<file path="src/hdl/framed_packet_receiver_defines.svh">
// ----------------------------------------------------------------------------
// framed_packet_receiver_defines
// assertion macros for the framed packet receiver
// ----------------------------------------------------------------------------
`ifndef FRAMED_PACKET_RECEIVER_DEFINES_SVH
`define FRAMED_PACKET_RECEIVER_DEFINES_SVH

`ifndef SYNTHESIS
`define FRX_ASSERT(lbl, prop, msg) \
  lbl: assert property (@(posedge clk_i) disable iff (!rst_ni) (prop)) else $error(msg);
`define FRX_ASSERT_NEXT(lbl, ante, cons, msg) \
  lbl: assert property (@(posedge clk_i) disable iff (!rst_ni) (ante) |=> (cons)) \
    else $error(msg);
`else
`define FRX_ASSERT(lbl, prop, msg)
`define FRX_ASSERT_NEXT(lbl, ante, cons, msg)
`endif

`endif

</file>
<file path="src/hdl/frx_pkg.sv">
// ----------------------------------------------------------------------------
// frx_pkg
// shared types and constants of the framed packet receiver
// ----------------------------------------------------------------------------
`timescale 1ns / 1ps

package frx_pkg;

  localparam int unsigned MaxPayloadDefault = 32;

  localparam logic [7:0] ChrU     = 8'h55;
  localparam logic [7:0] ChrN     = 8'h4E;
  localparam logic [7:0] ChrE     = 8'h45;
  localparam logic [7:0] ChrR     = 8'h52;
  localparam logic [7:0] ChrColon = 8'h3A;
  localparam logic [7:0] HdrXor   = ChrU ^ ChrN ^ ChrE ^ ChrR ^ ChrColon;

  typedef enum logic [1:0] {
    STATUS_DATA     = 2'd0,
    STATUS_EMPTY    = 2'd1,
    STATUS_CKS_ERR  = 2'd2,
    STATUS_OVERFLOW = 2'd3
  } frame_status_e;

  typedef enum logic [2:0] {
    ST_HUNT,
    ST_GOT_U,
    ST_GOT_N,
    ST_GOT_E,
    ST_LEN,
    ST_COLON,
    ST_BODY,
    ST_DRAIN
  } frx_state_e;

  typedef struct packed {
    logic load_len;
    logic start_body;
    logic body_beat;
    logic finish;
    logic drain_step;
  } dp_cmd_t;

  typedef struct packed {
    logic is_u;
    logic is_n;
    logic is_e;
    logic is_r;
    logic is_colon;
    logic rem_gt1;
    logic has_payload;
    logic drain_last;
    logic out_ready;
  } dp_status_t;

endpackage

</file>
<file path="src/hdl/framed_packet_receiver.sv">
// ----------------------------------------------------------------------------
// framed_packet_receiver
// serial frame deframer with xor checksum check
// ----------------------------------------------------------------------------
// input channel: one received byte per beat on rx_byte_i, in_valid_i/in_stall_o.
// output channel: one result per beat, out_valid_o/out_stall_i, carrying
//   payload_byte_o, frame_status_o and last_of_frame_o.
// a byte is taken every cycle while hunting, in the header and in the body,
//   unless the output register holds a stalled beat. on the checksum byte
//   a status result (error, overflow, empty frame) shows in the next cycle;
//   a good frame is then drained from the payload store, one beat per cycle
//   unless the output stalls, from the drain state on, with input stalled.
// the drain rate is set by the single read port of the payload store.
// when the receiver stalls, the output register holds its beat and input
//   is stalled until that beat is taken.
// reset clears the hunt state, counters and the output valid; the payload
//   store needs no clearing since only entries of the current frame are read.
// ----------------------------------------------------------------------------
`timescale 1ns / 1ps
`include "framed_packet_receiver_defines.svh"

module framed_packet_receiver #(
  parameter int unsigned MAX_PAYLOAD = frx_pkg::MaxPayloadDefault
) (
  input  logic       clk_i,
  input  logic       rst_ni,
  input  logic       in_valid_i,
  output logic       in_stall_o,
  input  logic [7:0] rx_byte_i,
  output logic       out_valid_o,
  input  logic       out_stall_i,
  output logic [7:0] payload_byte_o,
  output logic [1:0] frame_status_o,
  output logic       last_of_frame_o
);

  frx_pkg::dp_cmd_t    cmd;
  frx_pkg::dp_status_t dp_status;

  frx_ctrl u_ctrl (
    .clk_i      (clk_i),
    .rst_ni     (rst_ni),
    .in_valid_i (in_valid_i),
    .in_stall_o (in_stall_o),
    .status_i   (dp_status),
    .cmd_o      (cmd)
  );

  frx_datapath #(
    .MAX_PAYLOAD (MAX_PAYLOAD)
  ) u_datapath (
    .clk_i           (clk_i),
    .rst_ni          (rst_ni),
    .rx_byte_i       (rx_byte_i),
    .cmd_i           (cmd),
    .status_o        (dp_status),
    .out_valid_o     (out_valid_o),
    .out_stall_i     (out_stall_i),
    .payload_byte_o  (payload_byte_o),
    .frame_status_o  (frame_status_o),
    .last_of_frame_o (last_of_frame_o)
  );

  `FRX_ASSERT(a_cmd_onehot, $onehot0(cmd), "more than one datapath command")
  `FRX_ASSERT(a_no_input_in_drain, !(cmd.drain_step && in_valid_i && !in_stall_o), "drain took a byte")
  `FRX_ASSERT(a_finish_has_room, !cmd.finish || dp_status.out_ready, "beat overwritten")
  `FRX_ASSERT_NEXT(a_drain_shows, cmd.drain_step, out_valid_o, "drained beat not presented")

endmodule

</file>
<file path="src/hdl/frx_datapath.sv">
// ----------------------------------------------------------------------------
// frx_datapath
// length, checksum and index registers, payload store and output register
// ----------------------------------------------------------------------------
`timescale 1ns / 1ps

module frx_datapath #(
  parameter int unsigned MAX_PAYLOAD = frx_pkg::MaxPayloadDefault
) (
  input  logic                 clk_i,
  input  logic                 rst_ni,
  input  logic [7:0]           rx_byte_i,
  input  frx_pkg::dp_cmd_t     cmd_i,
  output frx_pkg::dp_status_t  status_o,
  output logic                 out_valid_o,
  input  logic                 out_stall_i,
  output logic [7:0]           payload_byte_o,
  output logic [1:0]           frame_status_o,
  output logic                 last_of_frame_o
);

  localparam int unsigned CW = $clog2(MAX_PAYLOAD + 1);
  localparam int unsigned AW = (MAX_PAYLOAD > 1) ? $clog2(MAX_PAYLOAD) : 1;

  logic [7:0]    mem [MAX_PAYLOAD];
  logic [7:0]    rem_q, rem_d;
  logic [7:0]    xor_q, xor_d;
  logic [CW-1:0] wr_idx_q, wr_idx_d;
  logic [CW-1:0] rd_idx_q, rd_idx_d;
  logic          ovf_q, ovf_d;
  logic          out_valid_q, out_valid_d;
  logic [7:0]    out_data_q;
  frx_pkg::frame_status_e out_status_q;
  logic          out_last_q;
  logic          room;
  logic          cks_ok;
  logic          store_we;
  logic          drain_last;

  assign room       = wr_idx_q < CW'(MAX_PAYLOAD);
  assign cks_ok     = xor_q == rx_byte_i;
  assign store_we   = cmd_i.body_beat && room;
  assign drain_last = (rd_idx_q + CW'(1)) == wr_idx_q;

  always_comb begin
    status_o.is_u        = rx_byte_i == frx_pkg::ChrU;
    status_o.is_n        = rx_byte_i == frx_pkg::ChrN;
    status_o.is_e        = rx_byte_i == frx_pkg::ChrE;
    status_o.is_r        = rx_byte_i == frx_pkg::ChrR;
    status_o.is_colon    = rx_byte_i == frx_pkg::ChrColon;
    status_o.rem_gt1     = rem_q > 8'd1;
    status_o.has_payload = cks_ok && !ovf_q && (wr_idx_q != '0);
    status_o.drain_last  = drain_last;
    status_o.out_ready   = !out_valid_q || !out_stall_i;
  end

  always_comb begin
    rem_d       = rem_q;
    xor_d       = xor_q;
    wr_idx_d    = wr_idx_q;
    rd_idx_d    = rd_idx_q;
    ovf_d       = ovf_q;
    out_valid_d = out_valid_q && out_stall_i;
    if (cmd_i.load_len) begin
      rem_d = rx_byte_i;
    end
    if (cmd_i.start_body) begin
      wr_idx_d = '0;
      ovf_d    = 1'b0;
      xor_d    = frx_pkg::HdrXor ^ rem_q;
    end
    if (cmd_i.body_beat) begin
      rem_d = rem_q - 8'd1;
      xor_d = xor_q ^ rx_byte_i;
      if (room) begin
        wr_idx_d = wr_idx_q + CW'(1);
      end else begin
        ovf_d = 1'b1;
      end
    end
    if (cmd_i.finish) begin
      rem_d    = '0;
      rd_idx_d = '0;
      if (!status_o.has_payload) begin
        out_valid_d = 1'b1;
      end
    end
    if (cmd_i.drain_step) begin
      rd_idx_d    = rd_idx_q + CW'(1);
      out_valid_d = 1'b1;
    end
  end

  always_ff @(posedge clk_i or negedge rst_ni) begin
    if (!rst_ni) begin
      rem_q       <= '0;
      xor_q       <= '0;
      wr_idx_q    <= '0;
      rd_idx_q    <= '0;
      ovf_q       <= 1'b0;
      out_valid_q <= 1'b0;
    end else begin
      rem_q       <= rem_d;
      xor_q       <= xor_d;
      wr_idx_q    <= wr_idx_d;
      rd_idx_q    <= rd_idx_d;
      ovf_q       <= ovf_d;
      out_valid_q <= out_valid_d;
    end
  end

  always_ff @(posedge clk_i) begin
    if (store_we) begin
      mem[wr_idx_q[AW-1:0]] <= rx_byte_i;
    end
  end

  // status beats and payload beats share the output register
  always_ff @(posedge clk_i) begin
    if (cmd_i.drain_step) begin
      out_data_q   <= mem[rd_idx_q[AW-1:0]];
      out_status_q <= frx_pkg::STATUS_DATA;
      out_last_q   <= drain_last;
    end else if (cmd_i.finish && !status_o.has_payload) begin
      out_data_q <= '0;
      out_last_q <= 1'b1;
      if (!cks_ok) begin
        out_status_q <= frx_pkg::STATUS_CKS_ERR;
      end else if (ovf_q) begin
        out_status_q <= frx_pkg::STATUS_OVERFLOW;
      end else begin
        out_status_q <= frx_pkg::STATUS_EMPTY;
      end
    end
  end

  assign out_valid_o     = out_valid_q;
  assign payload_byte_o  = out_data_q;
  assign frame_status_o  = out_status_q;
  assign last_of_frame_o = out_last_q;

endmodule

</file>
<file path="src/hdl/frx_ctrl.sv">
// ----------------------------------------------------------------------------
// frx_ctrl
// frame hunting and payload drain sequencer
// ----------------------------------------------------------------------------
`timescale 1ns / 1ps

module frx_ctrl (
  input  logic                clk_i,
  input  logic                rst_ni,
  input  logic                in_valid_i,
  output logic                in_stall_o,
  input  frx_pkg::dp_status_t status_i,
  output frx_pkg::dp_cmd_t    cmd_o
);

  frx_pkg::frx_state_e state_q, state_d;
  logic                accept;

  always_ff @(posedge clk_i or negedge rst_ni) begin
    if (!rst_ni) begin
      state_q <= frx_pkg::ST_HUNT;
    end else begin
      state_q <= state_d;
    end
  end

  assign in_stall_o = (state_q == frx_pkg::ST_DRAIN) || !status_i.out_ready;
  assign accept     = in_valid_i && !in_stall_o;

  always_comb begin
    state_d = state_q;
    cmd_o   = '0;
    case (state_q)
      frx_pkg::ST_HUNT: begin
        if (accept && status_i.is_u) begin
          state_d = frx_pkg::ST_GOT_U;
        end
      end
      frx_pkg::ST_GOT_U: begin
        if (accept) begin
          state_d = status_i.is_n ? frx_pkg::ST_GOT_N
                  : (status_i.is_u ? frx_pkg::ST_GOT_U : frx_pkg::ST_HUNT);
        end
      end
      frx_pkg::ST_GOT_N: begin
        if (accept) begin
          state_d = status_i.is_e ? frx_pkg::ST_GOT_E
                  : (status_i.is_u ? frx_pkg::ST_GOT_U : frx_pkg::ST_HUNT);
        end
      end
      frx_pkg::ST_GOT_E: begin
        if (accept) begin
          state_d = status_i.is_r ? frx_pkg::ST_LEN
                  : (status_i.is_u ? frx_pkg::ST_GOT_U : frx_pkg::ST_HUNT);
        end
      end
      frx_pkg::ST_LEN: begin
        if (accept) begin
          cmd_o.load_len = 1'b1;
          state_d        = frx_pkg::ST_COLON;
        end
      end
      frx_pkg::ST_COLON: begin
        if (accept) begin
          if (status_i.is_colon) begin
            cmd_o.start_body = 1'b1;
            state_d          = frx_pkg::ST_BODY;
          end else begin
            state_d = status_i.is_u ? frx_pkg::ST_GOT_U : frx_pkg::ST_HUNT;
          end
        end
      end
      frx_pkg::ST_BODY: begin
        if (accept) begin
          if (status_i.rem_gt1) begin
            cmd_o.body_beat = 1'b1;
          end else begin
            cmd_o.finish = 1'b1;
            state_d = status_i.has_payload ? frx_pkg::ST_DRAIN : frx_pkg::ST_HUNT;
          end
        end
      end
      frx_pkg::ST_DRAIN: begin
        if (status_i.out_ready) begin
          cmd_o.drain_step = 1'b1;
          if (status_i.drain_last) begin
            state_d = frx_pkg::ST_HUNT;
          end
        end
      end
      default: begin
        state_d = frx_pkg::ST_HUNT;
      end
    endcase
  end

endmodule

</file>
<file path="config.mk">
export PLATFORM = sky130hd
export DESIGN_NAME = framed_packet_receiver
export DESIGN_NICKNAME = d
export VERILOG_FILES = /design/src/hdl/frx_pkg.sv /design/src/hdl/framed_packet_receiver.sv /design/src/hdl/frx_datapath.sv /design/src/hdl/frx_ctrl.sv
export VERILOG_INCLUDE_DIRS = /design/src /design/src/hdl
export SDC_FILE = /design/constraint.sdc
export NUM_CORES = 1
export LEC_CHECK = 0
export ABC_CLOCK_PERIOD_IN_PS = 2900
export BUFFER_PORTS_ARGS = -buffer_cell sky130_fd_sc_hd__buf_2
export CAP_MARGIN = 20
export CORE_MARGIN = 2
export CORE_UTILIZATION = 38
export CTS_CLUSTER_DIAMETER = 200
export DETAILED_ROUTE_END_ITERATION = 8
export SETUP_SLACK_MARGIN = 0.05
export SYNTH_ARGS = -nofsm -noshare
export SYNTH_HDL_FRONTEND = slang
export SYNTH_SLANG_ARGS = --single-unit
</file>
<file path="constraint.sdc">
create_clock -name clk_i -period 2.9 [get_ports clk_i]
set_clock_uncertainty 0.05 [all_clocks]
set_input_delay 0.58 -clock clk_i [delete_from_list [all_inputs] [get_ports clk_i]]
set_output_delay 0.58 -clock clk_i [all_outputs]
set_load 0.03 [all_outputs]
</file>
==> results.toml, run 1 <==
[logic_synthesis]
synth_compound_area_frac = 0.0916
avgSynthCellArea_sq_um = 16.2
synth_top_family_by_area = "multiplexers"
ys_seq_elements = 300
syn_nets = 810
synth_top_area_frac = 0.622
synth-xor-area-share = 0.0103
synth-seq-area-share = 0.689
syn_inst = 791
synthAdderAreaFrac = 0.00684
yosys.area_share.simple = 0.0674
synth_top_cell_by_area = "edfxtp_1"
synth_area_sq_um = 12800
synth_async_sr_flop_share = 0.110
synth_warnings = 0
synth-edff-count = 265
yosysUniqueCellTypes = 75
synth.top_cells.by_area = "edfxtp_1, dfrtp_1, mux4_2, mux2i_1, o221ai_1"
synth_mux_area_frac = 0.109
synth_flop_cell = "edfxtp_1"

[critical_path]
crit_family = "simple AND/OR/NAND/NOR gates"
criticalPathCategory = "flip-flop to flip-flop"
critPathCaptureType = "flip-flop"
arrival_ns = 2.82
startpoint = "u_datapath.rem_q[0]"
critPathMostFrequentCell = "buf_4"
worst-path-buf-inv = 3
cpPeakStageDelay_ns = 0.44
worst_ep_required_time_ns = 3.09
crit_path_top_delay_cell = "dfrtp_1"
worstPathCellList = "inv_1, ha_1, or2_4, a31o_4, nor3_4, nand2_1, buf_4, nor2_1, buf_4"
r2r_start = "u_datapath.rem_q[0]"
crit_fanout = 11
critical_path.startpoint_type = "flip-flop"

[timing]
worst_pin_slew_ns = 0.803
hold_violations = 0
rsz0062_at_grt = "no"
setup_viol = 0
clock.fmax_mhz = 381
relSlewSlack = 0.465
min_period_over_period = 0.905
setup_tns_ns = 0
slew_viol_final = 0
post-route-min-period_ns = 2.63

[clocking]
path_clk_slew_ns = 0.06
cts_setup_buffers = 0
cts_hold_buf = 0
cts-root-buf = "clkbuf_16"
cts_sinks = 300
htree_levels = 1
cts_repair_resize_count = 0
cts_tree = "yes"
cts_buffers = 30
insertion_delay_ns = 0.56
clock_path_buffers = 3

[detailed_routing]
ant_nets = 0
avgRoutedWirePerCell_um = 22.9
drc = 0
via_per_inst = 5.56
drt-total-wl_um = 30600
dr_total_vias = 7442
initialDrtViolationCount = 636
dr.pass1.iters = 5

[die]
die_h_um = 188
die_x_um = 188
core_area_sq_um = 33400
io_pins = 25
initial_core_util = 0.384
row_count = 67
dieArea_sq_um = 35200

[power_and_ir_drop]
cellPowerDensity_nw_per_um2 = 758
leakagePower_uw = 0.00488
ir_drop_uv = 386
combPwrFrac = 0.192
seqPwrFrac = 0.459
p_switching_uw = 2990
power.clock.fraction = 0.349
power.share.switching = 0.267
p_int_uw = 8190

[layout]
layout_common_cells = "edfxtp_1, mux2i_1, buf_4"
fillers = 3010
nNetsFinal = 890
diodes = 0
layout_commonest_cell = "edfxtp_1"
utilization = 0.442
drive_gt1_frac = 0.215
postLayoutCellArea_sq_um = 14800
area_growth_pct = 15.3

[placement]
place_hpwl_um = 20100
io_buffers = 24
post_dp_cell_area_sq_um = 13800
globalplace.congestion = 0.837

[global_route]
grt_pass1_vias = 7396
grt_first_pass_wirelength_um = 46500
grt.total_usage = 0.175
grt_max_degree = 40
antenna_found_initial = 0
grt-ovfl-total = 0

[flow_run]
cap_violations = 0

[run_status]
status = "complete, no violations"

[min_path]
hp-class = "input pin to asynchronous set/reset pin"
==> power groups by stage <==
stage / clock network, uW / logic [uW] / registers (uW)
after floorplan: 0 / 1770 / 5060
after global placement: 0 / 2150 / 5220
after detailed placement: 0 / 2160 / 5220
after CTS: 3960 / 2170 / 5130
after global routing: 4130 / 2330 / 5170
final: 3900 / 2150 / 5130
==> final cells by class <==
class	count	area (sq um)	area share
Timing Repair Buffer	93	676	0.0458
Tap cell	448	561	0.0380
Clock inverter	19	236	0.0160
Inverter	13	48.8	0.00331
Sequential cell	300	8830	0.598
Multi-Input combinational cell	433	3640	0.247
Clock buffer	33	762	0.0516
==> metrics by stage <==
stage / total power, uW / hold WS [ns] / setup WS, ns / instances
2_1_floorplan: 6830 / 0.234 / 0.442 / 791
5_1_grt: 11600 / 0.113 / 0.0820 / 1339
3_5_place_dp: 7380 / 0.412 / 0.269 / 1287
3_3_place_gp: 7370 / 0.413 / 0.305 / 1287
4_1_cts: 11300 / 0.0767 / 0.259 / 1339
6_report: 11200 / 0.0606 / 0.275 / 1339
==> worst reg2reg max path, delay by kind of cell (launching register included) <==
kind / cells / cell delay, ns
DFF: 1 / 0.44
buffers and inverters: 3 / 0.48
adders and majority gates: 1 / 0.23
and+or+nand+nor: 4 / 0.82
AOI/OAI and AO/OA: 1 / 0.31
==> cell usage after synthesis (8+ instances only) <==
library cell / number
nand2_1: 28
inv_1: 11
buf_2: 12
edfxtp_1: 265
xnor2_1: 13
nor2_1: 44
nand3_1: 12
o221ai_1: 24
o22ai_1: 16
mux4_2: 32
o32ai_1: 11
o21ai_0: 32
mux2i_1: 67
buf_6: 8
o31ai_1: 13
a211o_1: 9
clkbuf_1: 15
a21oi_1: 12
dfrtp_1: 33
==> worst paths after layout <==
| check | depth (start not counted) | slack [ns] | endpoint |
|---|---|---|---|
| min in group clk_i | 2 | 0.42 | u_datapath.frame_status_o[0] |
| setup reg to reg | 9 | 0.27 | u_datapath.mem[16][0] |
| hold / removal | 1 | 0.06 | u_datapath.out_valid_o |
| hold reg to reg | 2 | 0.42 | u_datapath.frame_status_o[0] |
| setup / recovery | 9 | 0.27 | u_datapath.mem[16][0] |
| max in group asynchronous | 1 | 2.15 | u_datapath.rd_idx_q[0] |
==> kinds of logic (layout without fill, tap and decap cells) <==
| kind of cell | after synthesis | in the layout |
|---|---|---|
| AO/OA/AOI/OAI | 161 | 161 |
| flip-flops | 300 | 300 |
| adder cells (fa/ha/maj) | 7 | 7 |
| AND/OR/NAND/NOR | 151 | 151 |
| buffers and inverters | 58 | 158 |
| XOR/XNOR | 15 | 15 |
| multiplexers | 99 | 99 |
==> flip-flops by register name, summed over array words and instances (netlist names) <==
name,count
u_ctrl.state_q,3
u_datapath.frame_status_o,2
u_datapath.last_of_frame_o,1
u_datapath.mem,256
u_datapath.out_valid_o,1
u_datapath.ovf_q,1
u_datapath.payload_byte_o,8
u_datapath.rd_idx_q,6
u_datapath.rem_q,8
u_datapath.wr_idx_q,6
u_datapath.xor_q,8
==> routing by layer <==
layer	share of wire	GRT usage	up-vias
met5	0	0	-
met4	0.024	0.0512	0
met3	0.053	0.0230	43
met2	0.48	0.284	259
met1	0.44	0.246	3782
li1	-	-	3358
Power figures use the tool's default switching activity.
==> run 2, diff against run 1 <==
--- a/config.mk
+++ b/config.mk
@@ -11,6 +11,7 @@
 export CAP_MARGIN = 20
 export CORE_MARGIN = 2
 export CORE_UTILIZATION = 38
+export CTS_BUF_LIST = sky130_fd_sc_hd__clkbuf_4
 export CTS_CLUSTER_DIAMETER = 200
 export DETAILED_ROUTE_END_ITERATION = 8
 export SETUP_SLACK_MARGIN = 0.05
==> run 2 against run 1 <==
  * Register-to-register slack about the same
  * Final cell count increased by 6.0%
  * Via count increased by 3.6%
  * Critical path type unchanged
  * Critical endpoint is now u_datapath.mem[10][6]
  * Clock-buffer cell count increased by 74
  * Largest cell class unchanged
==> results.toml, run 2 (synthesized netlist as in run 1, its figures left out) <==
[detailed_routing]
drc = 0
initialDrtViolationCount = 701
dr.pass1.iters = 5
avgRoutedWirePerCell_um = 22.0
via_per_inst = 5.43
drt-total-wl_um = 31300
dr_total_vias = 7712
ant_nets = 0

[critical_path]
critical_path.startpoint_type = "flip-flop"
reg2reg_slack_ns = 0.29
critPathCaptureType = "flip-flop"
crit_fanout = 11
arrival_ns = 2.94
worst_ep_required_time_ns = 3.23
criticalPathCategory = "flip-flop to flip-flop"

[die]
row_count = 67
die_x_um = 188
io_pins = 25
die_h_um = 188
initial_core_util = 0.384
core_area_sq_um = 33400
dieArea_sq_um = 35200

[power_and_ir_drop]
leakagePower_uw = 0.00499
power_uw = 10900
ir_drop_uv = 413
cellPowerDensity_nw_per_um2 = 738

[placement]
post_dp_cell_area_sq_um = 13800
io_buffers = 24
globalplace.congestion = 0.837
place_hpwl_um = 20100
dpl_worst_slack_ns = 0.269

[timing]
post-route-min-period_ns = 2.61
setup_viol = 0
whs_ns = 0.300
setup_tns_ns = 0
hold_violations = 0
worst_pin_slew_ns = 0.810
setup_ws_ns = 0.289
relSlewSlack = 0.460
slew_viol_final = 0
min_period_over_period = 0.900
clock.fmax_mhz = 383
rsz0062_at_grt = "no"

[global_route]
grt_max_degree = 40
antenna_found_initial = 1
grt_first_pass_wirelength_um = 47400
grt-ovfl-total = 0
grt.total_usage = 0.180
grt_pass1_vias = 7732

[layout]
largest_reg_flops = 256
layout_commonest_cell = "edfxtp_1"
postLayoutCellArea_sq_um = 14700
area_growth_pct = 15.2
drive_gt1_frac = 0.271
nNetsFinal = 935
layout_common_cells = "edfxtp_1, clkbuf_4, mux2i_1"

[run_status]
status = "complete, no violations"

[clocking]
cts-root-buf = "clkbuf_4"
cts_sinks = 300
clock_path_buffers = 3
htree_levels = 3
cts_setup_buffers = 0
cts_tree = "yes"
cts_buffers = 74
path_clk_slew_ns = 0.07
insertion_delay_ns = 0.69

[min_path]
hp-class = "input pin to flip-flop"

[flow_run]
cap_violations = 0
==> run 2: cell types whose count changed in the layout (fill, tap and decap cells not counted), sizes merged, moves of 2 or more <==
cell / previous run / this run
clkbuf: 33 / 107
clkinv: 11 / 20
clkinvlp: 5 / 0
bufinv: 5 / 3
inv: 11 / 13
==> run 2: metal layers <==
metal	up-vias	track usage	wire, um
li1	3496	-	-
met1	3866	0.244	13500
met4	0	0.0703	763
met3	48	0.0290	1960
met2	302	0.291	15000
met5	-	0	0
==> run 2: final timing paths <==
kind / startpoint / end / depth (start not counted)
max: u_datapath.rem_q[0] / u_datapath.mem[10][6] / 9
min: rx_byte_i[6] / u_datapath.rem_q[6] / 3
max reg2reg: u_datapath.rem_q[0] / u_datapath.mem[10][6] / 9
min reg2reg: u_datapath.frame_status_o[0] / u_datapath.frame_status_o[0] / 2
max in group asynchronous: rst_ni / u_datapath.rd_idx_q[0] / 2
min in group asynchronous: rst_ni / u_datapath.out_valid_o / 2
==> run 2: repair_timing <==
item                                   4_1_cts  5_1_grt
resized for setup                            0        0
hold buffers                                 1        0
setup endpoints to repair                    0        7
endpoints found under the hold margin       33        0
==> run 2: worst max-delay path, stage by stage, from the launching register on <==
cell,delay (ns)
dfrtp_1,0.44
inv_1,0.08
ha_1,0.23
or2_4,0.28
a31o_4,0.31
nor3_4,0.27
nand2_1,0.09
buf_4,0.19
nor2_1,0.15
buf_4,0.20
==> run 2: final cells by class <==
cell class,instances,area (sq um)
multi-input combinational,433,3640
tap,448,561
antenna,1,2.50
sequential,300,8830
inverter,13,48.8
timing repair buffer,94,686
clock inverter,23,168
clock buffer,107,803
fill,3060,18600
==> run 2: report_power, final <==
part           internal, uW  switching, uW  leakage [uW]
sequential             4840            296       0.00283
clock                  1960           1640      0.000576
combinational          1020           1120       0.00159
==> run 2: through the flow <==
step | utilization | cells
6_report | 0.442 | 1419
5_1_grt | 0.442 | 1419
4_1_cts | 0.442 | 1418
3_5_place_dp | 0.412 | 1287
3_3_place_gp | 0.412 | 1287
2_1_floorplan | - | 791
